`config.mk`:
```
export PLATFORM = sky130hd
export DESIGN_NAME = uart_unlock_and_packet_receiver
export DESIGN_NICKNAME = d
export VERILOG_FILES = /design/src/design/urx_pkg.sv /design/src/design/urx_front.sv /design/src/design/urx_queue.sv /design/src/design/urx_back.sv /design/src/design/uart_unlock_and_packet_receiver.sv
export SDC_FILE = /design/constraint.sdc
export NUM_CORES = 1
export LEC_CHECK = 0
export BUFFER_PORTS_ARGS = -buffer_cell sky130_fd_sc_hd__buf_2
export CAP_MARGIN = 40
export CELL_PAD_IN_SITES_DETAIL_PLACEMENT = 2
export CELL_PAD_IN_SITES_GLOBAL_PLACEMENT = 2
export CORE_MARGIN = 4
export CORE_UTILIZATION = 30
export CTS_BUF_LIST = sky130_fd_sc_hd__clkbuf_8
export DETAILED_ROUTE_END_ITERATION = 6
export PLACE_DENSITY_LB_ADDON = 0.1
export RECOVER_POWER = 100
export SYNTH_ARGS = -nofsm -noshare
export SYNTH_HDL_FRONTEND = slang
export SYNTH_SLANG_ARGS = --single-unit
```
`constraint.sdc`:
```
create_clock -name clock -period 4.8 [get_ports clock]
set_clock_uncertainty 0.2 [all_clocks]
set_input_delay 0.48 -clock clock [delete_from_list [all_inputs] [get_ports clock]]
set_output_delay 0.48 -clock clock [all_outputs]
set_load 0.005 [all_outputs]
```
`src/design/urx_pkg.sv`:
```
`default_nettype none
package urx_pkg;

   localparam int PACKET_WORDS = 4;
   localparam int IDX_W        = (PACKET_WORDS > 1) ? $clog2(PACKET_WORDS) : 1;
   localparam int QUEUE_DEPTH  = 2;
   localparam int WORD_W       = 32;
   localparam int EVENT_W      = 3;
   localparam int INDEX_W      = 3;

   localparam logic [7:0] CHAR_0 = 8'h30;
   localparam logic [7:0] CHAR_1 = 8'h31;
   localparam logic [7:0] CHAR_3 = 8'h33;
   localparam logic [7:0] CHAR_4 = 8'h34;
   localparam logic [7:0] CHAR_5 = 8'h35;

   localparam logic [7:0] ZEROS_RESET = 8'd12;

   typedef enum logic [EVENT_W-1:0] {
      EV_LOCKED = 3'd0,
      EV_UNLOCK = 3'd1,
      EV_STORED = 3'd2,
      EV_GOOD   = 3'd3,
      EV_BAD    = 3'd4
   } event_type;

   typedef enum logic [2:0] {
      MATCH_NONE,
      MATCH_3,
      MATCH_5,
      MATCH_1,
      MATCH_4,
      MATCH_0
   } match_type;

   // One classified transaction handed from the front end to the back end.
   typedef struct packed {
      event_type               ev;
      logic [WORD_W-1:0]       word;
      logic [IDX_W-1:0]        idx;
   } cmd_type;

endpackage
`default_nettype wire

```
`src/design/urx_front.sv`:
```
`default_nettype none
module urx_front (
   input  wire                   clock,
   input  wire                   reset,
   input  wire                   req_valid,
   output logic                  req_ready,
   input  wire  [31:0]           req_rx_word,
   input  wire                   csr_we,
   input  wire  [7:0]            csr_wdata,
   output logic                  cmd_valid,
   output urx_pkg::cmd_type      cmd,
   input  wire                   cmd_full
);
   import urx_pkg::*;

   logic              unlocked_ff, unlocked_in;
   match_type         stage_ff, stage_in;
   logic [7:0]        run_ff, run_in;
   logic [7:0]        zeros_ff;
   logic [IDX_W-1:0]  count_ff, count_in;
   logic [15:0]       xor_ff, xor_in;
   logic [15:0]       xor_new;
   logic [7:0]        rx_byte;
   logic              hit;
   logic              fire;

   assign req_ready = !cmd_full;
   assign fire      = req_valid && req_ready;
   assign cmd_valid = fire;
   assign rx_byte   = req_rx_word[7:0];
   assign xor_new   = xor_ff ^ req_rx_word[15:0] ^ req_rx_word[31:16];

   always_comb begin
      stage_in    = stage_ff;
      run_in      = run_ff;
      unlocked_in = unlocked_ff;
      count_in    = count_ff;
      xor_in      = xor_ff;
      hit         = 1'b0;
      cmd.ev      = EV_LOCKED;
      cmd.word    = '0;
      cmd.idx     = '0;
      if (!unlocked_ff) begin
         unique case (rx_byte)
            CHAR_3: stage_in = MATCH_3;
            CHAR_5: stage_in = (stage_ff == MATCH_3) ? MATCH_5 : MATCH_NONE;
            CHAR_1: stage_in = (stage_ff == MATCH_5) ? MATCH_1 : MATCH_NONE;
            CHAR_4: begin
               if (stage_ff == MATCH_1) begin
                  stage_in = MATCH_4;
                  run_in   = '0;
               end else begin
                  stage_in = MATCH_NONE;
               end
            end
            CHAR_0: begin
               if (stage_ff == MATCH_4 || stage_ff == MATCH_0) begin
                  stage_in = MATCH_0;
                  run_in   = run_ff + 8'd1;
                  hit      = (run_in == zeros_ff);
               end else begin
                  stage_in = MATCH_NONE;
               end
            end
            default: stage_in = MATCH_NONE;
         endcase
         if (hit) begin
            cmd.ev      = EV_UNLOCK;
            unlocked_in = 1'b1;
            count_in    = '0;
            xor_in      = '0;
         end
      end else begin
         cmd.word = req_rx_word;
         cmd.idx  = count_ff;
         if (count_ff == IDX_W'(PACKET_WORDS - 1)) begin
            cmd.ev   = (xor_new == 16'd0) ? EV_GOOD : EV_BAD;
            count_in = '0;
            xor_in   = '0;
         end else begin
            cmd.ev   = EV_STORED;
            count_in = count_ff + IDX_W'(1);
            xor_in   = xor_new;
         end
      end
   end

   always_ff @(posedge clock) begin
      if (reset) begin
         unlocked_ff <= 1'b0;
         stage_ff    <= MATCH_NONE;
         run_ff      <= '0;
         count_ff    <= '0;
         xor_ff      <= '0;
         zeros_ff    <= ZEROS_RESET;
      end else begin
         if (csr_we) begin
            zeros_ff <= csr_wdata;
         end
         if (fire) begin
            unlocked_ff <= unlocked_in;
            stage_ff    <= stage_in;
            run_ff      <= run_in;
            count_ff    <= count_in;
            xor_ff      <= xor_in;
         end
      end
   end

endmodule
`default_nettype wire

```
`src/design/urx_queue.sv`:
```
`default_nettype none
module urx_queue (
   input  wire                clock,
   input  wire                reset,
   input  wire                push,
   input  urx_pkg::cmd_type   push_cmd,
   output logic               full,
   input  wire                pop,
   output logic               not_empty,
   output urx_pkg::cmd_type   pop_cmd
);
   import urx_pkg::*;

   localparam int PTR_W = (QUEUE_DEPTH > 1) ? $clog2(QUEUE_DEPTH) : 1;
   localparam int CNT_W = $clog2(QUEUE_DEPTH + 1);

   cmd_type            entry_ff [QUEUE_DEPTH];
   logic [PTR_W-1:0]   wr_ptr_ff, rd_ptr_ff;
   logic [CNT_W-1:0]   fill_ff;
   logic               do_push, do_pop;

   assign full      = (fill_ff == CNT_W'(QUEUE_DEPTH));
   assign not_empty = (fill_ff != '0);
   assign pop_cmd   = entry_ff[rd_ptr_ff];
   assign do_push   = push && !full;
   assign do_pop    = pop && not_empty;

   always_ff @(posedge clock) begin
      if (do_push) begin
         entry_ff[wr_ptr_ff] <= push_cmd;
      end
   end

   always_ff @(posedge clock) begin
      if (reset) begin
         wr_ptr_ff <= '0;
         rd_ptr_ff <= '0;
         fill_ff   <= '0;
      end else begin
         if (do_push) begin
            wr_ptr_ff <= (wr_ptr_ff == PTR_W'(QUEUE_DEPTH - 1)) ? '0 : wr_ptr_ff + PTR_W'(1);
         end
         if (do_pop) begin
            rd_ptr_ff <= (rd_ptr_ff == PTR_W'(QUEUE_DEPTH - 1)) ? '0 : rd_ptr_ff + PTR_W'(1);
         end
         if (do_push && !do_pop) begin
            fill_ff <= fill_ff + CNT_W'(1);
         end else if (do_pop && !do_push) begin
            fill_ff <= fill_ff - CNT_W'(1);
         end
      end
   end

endmodule
`default_nettype wire

```
`src/design/urx_back.sv`:
```
`default_nettype none
module urx_back (
   input  wire                clock,
   input  wire                reset,
   input  wire                cmd_valid,
   input  urx_pkg::cmd_type   cmd,
   output logic               cmd_pop,
   output logic               rsp_valid,
   input  wire                rsp_ready,
   output logic [2:0]         rsp_event_res,
   output logic [31:0]        rsp_packet_word,
   output logic [2:0]         rsp_word_index,
   output logic               rsp_last
);
   import urx_pkg::*;

   logic [WORD_W-1:0]  pkt_ff [PACKET_WORDS];
   logic               emit_ff, emit_in;
   logic [IDX_W-1:0]   cnt_ff, cnt_in;
   event_type          ev_ff, ev_in;
   logic               valid_ff, valid_in;
   event_type          out_ev_ff, out_ev_in;
   logic [WORD_W-1:0]  out_word_ff, out_word_in;
   logic [INDEX_W-1:0] out_idx_ff, out_idx_in;
   logic               out_last_ff, out_last_in;
   logic               load;
   logic               pkt_we;

   assign load            = !valid_ff || rsp_ready;
   assign rsp_valid       = valid_ff;
   assign rsp_event_res   = out_ev_ff;
   assign rsp_packet_word = out_word_ff;
   assign rsp_word_index  = out_idx_ff;
   assign rsp_last        = out_last_ff;

   always_comb begin
      emit_in     = emit_ff;
      cnt_in      = cnt_ff;
      ev_in       = ev_ff;
      valid_in    = valid_ff;
      out_ev_in   = out_ev_ff;
      out_word_in = out_word_ff;
      out_idx_in  = out_idx_ff;
      out_last_in = out_last_ff;
      cmd_pop     = 1'b0;
      pkt_we      = 1'b0;
      if (load) begin
         valid_in = 1'b0;
         if (emit_ff) begin
            // replay the stored packet one word a cycle while rsp_ready allows
            valid_in    = 1'b1;
            out_ev_in   = ev_ff;
            out_word_in = pkt_ff[cnt_ff];
            out_idx_in  = INDEX_W'(cnt_ff);
            out_last_in = (cnt_ff == IDX_W'(PACKET_WORDS - 1));
            if (out_last_in) begin
               emit_in = 1'b0;
            end else begin
               cnt_in = cnt_ff + IDX_W'(1);
            end
         end else if (cmd_valid) begin
            cmd_pop = 1'b1;
            pkt_we  = (cmd.ev == EV_STORED || cmd.ev == EV_GOOD || cmd.ev == EV_BAD);
            if (cmd.ev == EV_GOOD || cmd.ev == EV_BAD) begin
               emit_in = 1'b1;
               cnt_in  = '0;
               ev_in   = cmd.ev;
            end else begin
               valid_in    = 1'b1;
               out_ev_in   = cmd.ev;
               out_word_in = cmd.word;
               out_idx_in  = INDEX_W'(cmd.idx);
               out_last_in = 1'b1;
            end
         end
      end
   end

   always_ff @(posedge clock) begin
      if (pkt_we) begin
         pkt_ff[cmd.idx] <= cmd.word;
      end
      out_ev_ff   <= out_ev_in;
      out_word_ff <= out_word_in;
      out_idx_ff  <= out_idx_in;
      out_last_ff <= out_last_in;
      ev_ff       <= ev_in;
      cnt_ff      <= cnt_in;
   end

   always_ff @(posedge clock) begin
      if (reset) begin
         valid_ff <= 1'b0;
         emit_ff  <= 1'b0;
      end else begin
         valid_ff <= valid_in;
         emit_ff  <= emit_in;
      end
   end

endmodule
`default_nettype wire

```
`src/design/uart_unlock_and_packet_receiver.sv`:
```
// UART unlock detector and packet receiver.
// req channel: one received UART word per transaction (req_rx_word). While
//   locked only the low byte matters; the sequence "3514" plus a run of
//   csr-programmed '0' bytes (default 12) unlocks the block for good.
// rsp channel: result transactions with event code, packet word, word index
//   and last flag. Every req gives one rsp, except the word closing a packet,
//   which gives PACKET_WORDS rsps (good or checksum-error status).
// csr port: csr_we/csr_wdata write the zero-run length, no wait state.
// Path: a req passes through the queue, then the output register, before it
//   shows up on rsp; a packet-closing word sets the replay flag first.
// Throughput: one transaction per cycle for single-result words while rsp is
//   not stalled; a closing word occupies the back end until its replay ends,
//   bounded by the one read port of the packet buffer.
// Stall: when rsp_ready is low the output register holds, the back end stops
//   and the two-entry queue fills; req_ready drops only once it is full.
// Reset (synchronous): locked, no match, counters and checksum cleared,
//   queue empty, register back to 12. Packet buffer contents are undefined.
`default_nettype none
module uart_unlock_and_packet_receiver (
   input  wire          clock,
   input  wire          reset,
   input  wire          req_valid,
   output logic         req_ready,
   input  wire  [31:0]  req_rx_word,
   output logic         rsp_valid,
   input  wire          rsp_ready,
   output logic [2:0]   rsp_event_res,
   output logic [31:0]  rsp_packet_word,
   output logic [2:0]   rsp_word_index,
   output logic         rsp_last,
   input  wire          csr_we,
   input  wire  [7:0]   csr_wdata
);
   import urx_pkg::*;

   cmd_type  fe_cmd;     // classified transaction from front end
   logic     fe_valid;
   cmd_type  q_cmd;      // head of queue
   logic     q_full;
   logic     q_valid;
   logic     q_pop;

   urx_front u_front (
      .clock       (clock),
      .reset       (reset),
      .req_valid   (req_valid),
      .req_ready   (req_ready),
      .req_rx_word (req_rx_word),
      .csr_we      (csr_we),
      .csr_wdata   (csr_wdata),
      .cmd_valid   (fe_valid),
      .cmd         (fe_cmd),
      .cmd_full    (q_full)
   );

   // decouples classification from result replay
   urx_queue u_queue (
      .clock     (clock),
      .reset     (reset),
      .push      (fe_valid),
      .push_cmd  (fe_cmd),
      .full      (q_full),
      .pop       (q_pop),
      .not_empty (q_valid),
      .pop_cmd   (q_cmd)
   );

   urx_back u_back (
      .clock           (clock),
      .reset           (reset),
      .cmd_valid       (q_valid),
      .cmd             (q_cmd),
      .cmd_pop         (q_pop),
      .rsp_valid       (rsp_valid),
      .rsp_ready       (rsp_ready),
      .rsp_event_res   (rsp_event_res),
      .rsp_packet_word (rsp_packet_word),
      .rsp_word_index  (rsp_word_index),
      .rsp_last        (rsp_last)
   );

endmodule
`default_nettype wire

```
Word level (Yosys, flattened, before mapping)
Memory sizes are Yosys's and may differ from the RTL's. A register that Yosys moved wholly into a read port is not among the register bits.
Cells that the tools add are included.
{"block": "op_classes", "addsub": 7, "n_eq_ne": 21, "n_mux": 64, "n_bitwise": 4, "reduce_logical": 27}
{"cell": "2-to-1 mux 32 bit", "n": 3}
{"cell": "2-to-1 mux 16 bit", "n": 3}
{"cell": "equality test 8 x 6 -> 1 bit, second input constant", "n": 5}
{"cell": "2-to-1 mux 34 bit", "n": 1}
{"cell": "XOR 16 bit", "n": 2}
{"cell": "2-to-1 mux 1 bit", "n": 30}
{"cell": "2-to-1 mux 3 bit", "n": 10}
{"cell": "2-to-1 mux 2 bit", "n": 13}
{"cell": "zero test 16 bit", "n": 1}
{"cell": "2-to-1 mux 8 bit", "n": 2}
{"cell": "one-hot mux 8 bit (2 select lines)", "n": 1}
{"cell": "one-hot mux 3 bit (5 select lines)", "n": 1}
{"cell": "equality test 3 x 2 -> 1 bit, second input constant", "n": 4}
{"cell": "nonzero test 2 bit", "n": 6}
{"cell": "equality test 3 bit, second input constant", "n": 3}
{"cell": "adder 8 x 1 -> 8 bit, second input constant", "n": 1}
{"cell": "equality test 8 bit", "n": 1}
{"cell": "AND reduction 4 bit", "n": 2}
{"cell": "adder 2 x 1 -> 2 bit, second input constant", "n": 3}
{"cell": "equality test 2 bit, second input constant", "n": 3}
{"cell": "inequality test 2 x 1 -> 1 bit, second input constant", "n": 3}
{"cell": "logical AND 1 bit", "n": 5}
{"cell": "logical OR 1 bit", "n": 5}
{"cell": "AND reduction 5 bit", "n": 1}
{"cell": "other kinds (8)", "n": 14}
{"block": "totals", "ff_bits": 88, "ramBits": 202, "output_inout_bits": 41, "wordCells": 143, "mem_count": 2}
{"name": "u_back.pkt_ff", "words": 4, "word_bits": 32, "read_ports": 1, "rd_ports_with_merged_regs": 1, "write_ports": 1, "line_no": "urx_back.sv:17", "text": "logic [WORD_W-1:0] pkt_ff [PACKET_WORDS];"}
{"name": "u_queue.entry_ff", "words": 2, "word_bits": 37, "read_ports": 1, "rd_ports_with_merged_regs": 1, "write_ports": 1, "line_no": "urx_queue.sv:17", "text": "cmd_type entry_ff [QUEUE_DEPTH];"}

Depth between registers and ports, before layout
{"block": "depth", "depth_word": 8, "ltp_mapped": 8, "ltp_nobuf": 6}

Modules after synthesis
A second synthesis with hierarchy kept.
{"block": "hier_totals", "hier_cells": 774, "hier_area_um2": 12399.4}
{"mod": "urx_back", "instances": 1, "cells_each": 301, "area_per_inst_um2": 6839.1, "seq_area_each_um2": 5215.0}
{"mod": "urx_queue", "instances": 1, "cells_each": 140, "area_per_inst_um2": 2886.5, "seq_area_each_um2": 2322.2}
{"mod": "urx_front", "instances": 1, "cells_each": 333, "area_per_inst_um2": 2673.8, "seq_area_each_um2": 760.7}

Worst setup path after synthesis
No wires, ideal clock.
{"block": "synth_path", "path_kind": "register to register", "from": "reg (tool-made name)", "to": "reg u_back.out_ev_ff[0] (netlist: u_back.rsp_event_res[0]) (enable)", "arrival_time_ns": 2.843, "t_required_ns": 4.167, "slack_ns": 1.324, "stages_incl_launch_ff": 7, "n_path_buf": 1, "synth_period_minus_slack_ns": 3.476, "path_cell_list": "dfxtp_1 > buf_2 > mux2_2 > nand3_1 > and2_1 > a21oi_1 > nor2_1"}
{"item": "to (signal assigned)", "line_no": "urx_back.sv:83", "text": "out_ev_ff <= out_ev_in;"}
{"item": "to (decl)", "line_no": "urx_back.sv:22", "text": "event_type out_ev_ff, out_ev_in;"}

Final worst setup path
{"block": "layout_path", "from": "reg u_queue.fill_ff[0]", "to": "mem u_queue.entry_ff[0][12] (netlist bit) (enable)"}
{"block": "layout_via", "elab_chain_cells": 6}
{"item": "from (decl)", "line_no": "urx_queue.sv:19", "text": "logic [CNT_W-1:0] fill_ff;"}
{"item": "from (signal assigned)", "line_no": "urx_queue.sv:47", "text": "fill_ff <= fill_ff + CNT_W'(1);"}
{"item": "from (signal assigned)", "line_no": "urx_queue.sv:49", "text": "fill_ff <= fill_ff - CNT_W'(1);"}
{"item": "equality test 2 bit (*)", "line_no": "urx_queue.sv:22", "text": "assign full = (fill_ff == CNT_W'(QUEUE_DEPTH));"}
{"item": "zero test 1 bit (*)", "line_no": "urx_front.sv:27, urx_queue.sv:25"}
{"item": "logical AND 1 bit", "line_no": "urx_front.sv:28", "text": "assign fire = req_valid && req_ready;"}
{"item": "logical AND 1 bit (*)", "line_no": "urx_queue.sv:25", "text": "assign do_push = push && !full;"}
{"item": "2-to-1 mux 1 bit (*)", "line_no": "urx_queue.sv:29", "text": "if (do_push) begin"}
{"item": "2-to-1 mux 1 bit (implied by the code) (*)", "line_no": "urx_queue.sv:30", "text": "entry_ff[wr_ptr_ff] <= push_cmd;"}
{"item": "to (decl)", "line_no": "urx_queue.sv:17"}
Every way passes the cells marked *; elsewhere a longest branch is shown, timed or not.

==> impl_metrics.yaml <==
outcome:
  outcome: "finished with violations"
  violations: "capacitance limit, slew limit"
critical_path:
  end_kind: "flop"
  worstSetupPathType: "reg -> reg"
  cp.required_ps: 4790
  cp_data_arrival_time_ps: 3750
  cp_max_fo: 27
  startpoint_type: "flop"
die:
  dieArea_um2: 44500
  core_area_um2: 40700
  ios: 86
  die_y_um: 211
  die_width_um: 211
  start_util_pct: 30.3
  num_rows: 74
route:
  wl_um: 30000
  via_per_inst: 4.71
  first_iter_violations: 346
  vias: 6980
  wl_per_cell_um: 20.3
  drc: 0
  drt-pass1-iter-count: 4
  ant_nets: 0
timing:
  finalSetupViolCount: 0
  maxSlewViolCount: 108
  setup_tns_ps: 0
  fin_crit_ps: 3750
  period_share_pct: 78.2
  maxSlewHeadroom_pct: -42.2
  rsz0062_at_grt: "false"
  worstMarginPinSlew_ps: 2130
  finalHoldViolCount: 0
  fmax_mhz: 267
placed_design:
  dpl.hpwl_um: 20100
  place_congestion: 0.745
  io_buffer_count: 84
finish:
  fin_util_pct: 35.7
  layout_common_cells: "245 x edfxtp_1, 52 x clkbuf_8, 52 x buf_2, 45 x mux2_1, 45 x dfxtp_1"
  layout.nets: 958
  n_fill_cell: 4135
  area_growth_pct: 17.6
  drive_above_1_share_pct: 21.8
  n_antenna_cell: 0
  final_common_cell: "edfxtp_1"
  seqCellArea_um2: 8300
  multi_input_area_um2: 3840
power:
  leakage_nw: 5.02
  p_per_area_nw_per_um2: 523
  peakVddDrop_mv: 0.205
synth:
  yosys.area_share.simple_pct: 8.56
  muxShareOfSynthArea_pct: 13.2
  synth_area_per_cell_um2: 15.9
  syn_area_um2: 12400
  seq_area_frac_synth_pct: 67.2
  ys_dominant_reg_cell: "edfxtp_1"
  synth_compound_area_share_pct: 4.10
  syn_nets: 826
  syn_inst: 777
  async_reset_ff_share_pct: 0
  synth_seq_cells: 292
  ys_types: 56
  synth_xor_area_share_pct: 4.97
  synthAdderAreaFrac_pct: 0.405
  synth_warnings: 0
  synth_top_family_by_area: "multiplexers"
  synth_edf_count: 245
global_route:
  grt_pass1_vias: 8034
  track_usage_pct: 13.7
  grt_pass1_wl_um: 46900
  antenna_found_initial: 0
  grt_overflow: 0
  grt_max_degree: 45
cts:
  clk_pin_slew_ps: 60
  cts_num_sinks: 292
  cts_made_buffers: 52
  cts_resized: 0
  cts_max_level: 2
  clk_path_buf_depth: 3
  cts_tree: "done"
  clkLatencyLatePin_ps: 600
  root_buffer: "clkbuf_8"
run:
  cap_viol_max_count: 3
hold_path:
  hp-class: "in -> reg"
metal layers:
layer,track usage (%),up-vias,share of wire [%]
met2,22.8,115,49
met5,0,-,0
li1,-,3213,-
met3,3.33,47,4.4
met4,3.71,0,1.9
met1,18.0,3605,45
power by group:
group	switching [W]	internal, W	leakage [nW]	total [W]
clock	0.00102	0.00133	0.589	0.00235
combinational	0.000990	0.000693	1.76	0.00168
sequential	0.000141	0.00343	2.67	0.00357
synthesized netlist by cell type (all sizes together) (3+ instances only):
master,n,area [um^2]
mux2i,8,80.1
o21ai,46,264
and2,54,338
nor2b,9,56.3
mux2,74,833
nand2,30,113
nand3,11,55.1
mux4,32,721
nand2b,5,31.3
ha,4,50.1
buf,12,60.1
and3,3,18.8
or3,9,57.6
xnor3,16,360
xor2,5,43.8
a21oi,17,85.1
nor4,4,40.0
clkbuf,23,86.3
nor2,43,161
nor3,5,25.0
inv,11,41.3
dfxtp,47,941
or2,3,18.8
xnor2,24,210
edfxtp,245,7360
nand4,7,43.8
final cells by class:
class	count	area share (%)
Timing Repair Buffer	113	4.30
Tap cell	532	4.58
Inverter	11	0.284
Multi-Input combinational cell	439	26.5
Clock buffer	52	4.93
Clock inverter	44	2.32
Sequential cell	292	57.1
logic make-up after synthesis:
group,Yosys count
flops,292
simple gates,194
mux,114
compound gates,81
buf+inv,46
xor+xnor,45
fa+ha+maj,4
other cells,1
registers in the layout, summed over array words and instances, names as in the netlist, 3 cells and up, named ones only:
| register | cells |
|---|---|
| u_back.ev_ff | 3 |
| u_back.pkt_ff | 128 |
| u_front.xor_ff | 16 |
| u_front.stage_ff | 3 |
| u_back.rsp_event_res | 3 |
| u_front.run_ff | 8 |
| u_queue.entry_ff | 74 |
| u_front.zeros_ff | 8 |
| u_back.rsp_packet_word | 32 |
stage by stage:
stage                     cells  total power (W)  setup slack [ps]  hold slack (ps)  instance area [um^2]
after global routing       1483          0.00805               777             39.3                 14500
final                      1483          0.00760              1050             91.7                 14500
after detailed placement   1375          0.00544              1660              285                 13500
after floorplan             777          0.00468              1320              258                 12400
after global placement     1369          0.00532              1510              269                 13400
after CTS                  1483          0.00787              1590             3.67                 14700
critical path, stage by stage (launching register included):
cell,delay (ps)
dfxtp_1,390
nand2b_1,280
and2_0,430
nor2b_1,780
clkbuf_1,1250
final timing paths:
| path | startpoint | end | slack [ps] | cells past startpoint |
|---|---|---|---|---|
| setup / recovery | u_queue.fill_ff[0]$_SDFFE_PP0P_ | u_queue.entry_ff[0][12]$_DFFE_PP_ | 1050 | 4 |
| hold / removal | req_rx_word[8] | u_queue.entry_ff[0][10]$_DFFE_PP_ | 90 | 2 |
| setup reg to reg | u_queue.fill_ff[0]$_SDFFE_PP0P_ | u_queue.entry_ff[0][12]$_DFFE_PP_ | 1050 | 4 |
| hold reg to reg | u_front.xor_ff[10]$_SDFFE_PP0P_ | u_front.xor_ff[10]$_SDFFE_PP0P_ | 290 | 2 |
what timing repair did:
| action | 4_1_cts | 5_1_grt |
|---|---|---|
| buffers inserted | 0 | 0 |
| hold buffers | 12 | 0 |
| endpoints found under the hold margin | 16 | 0 |
(Power assumes the default switching activity.)
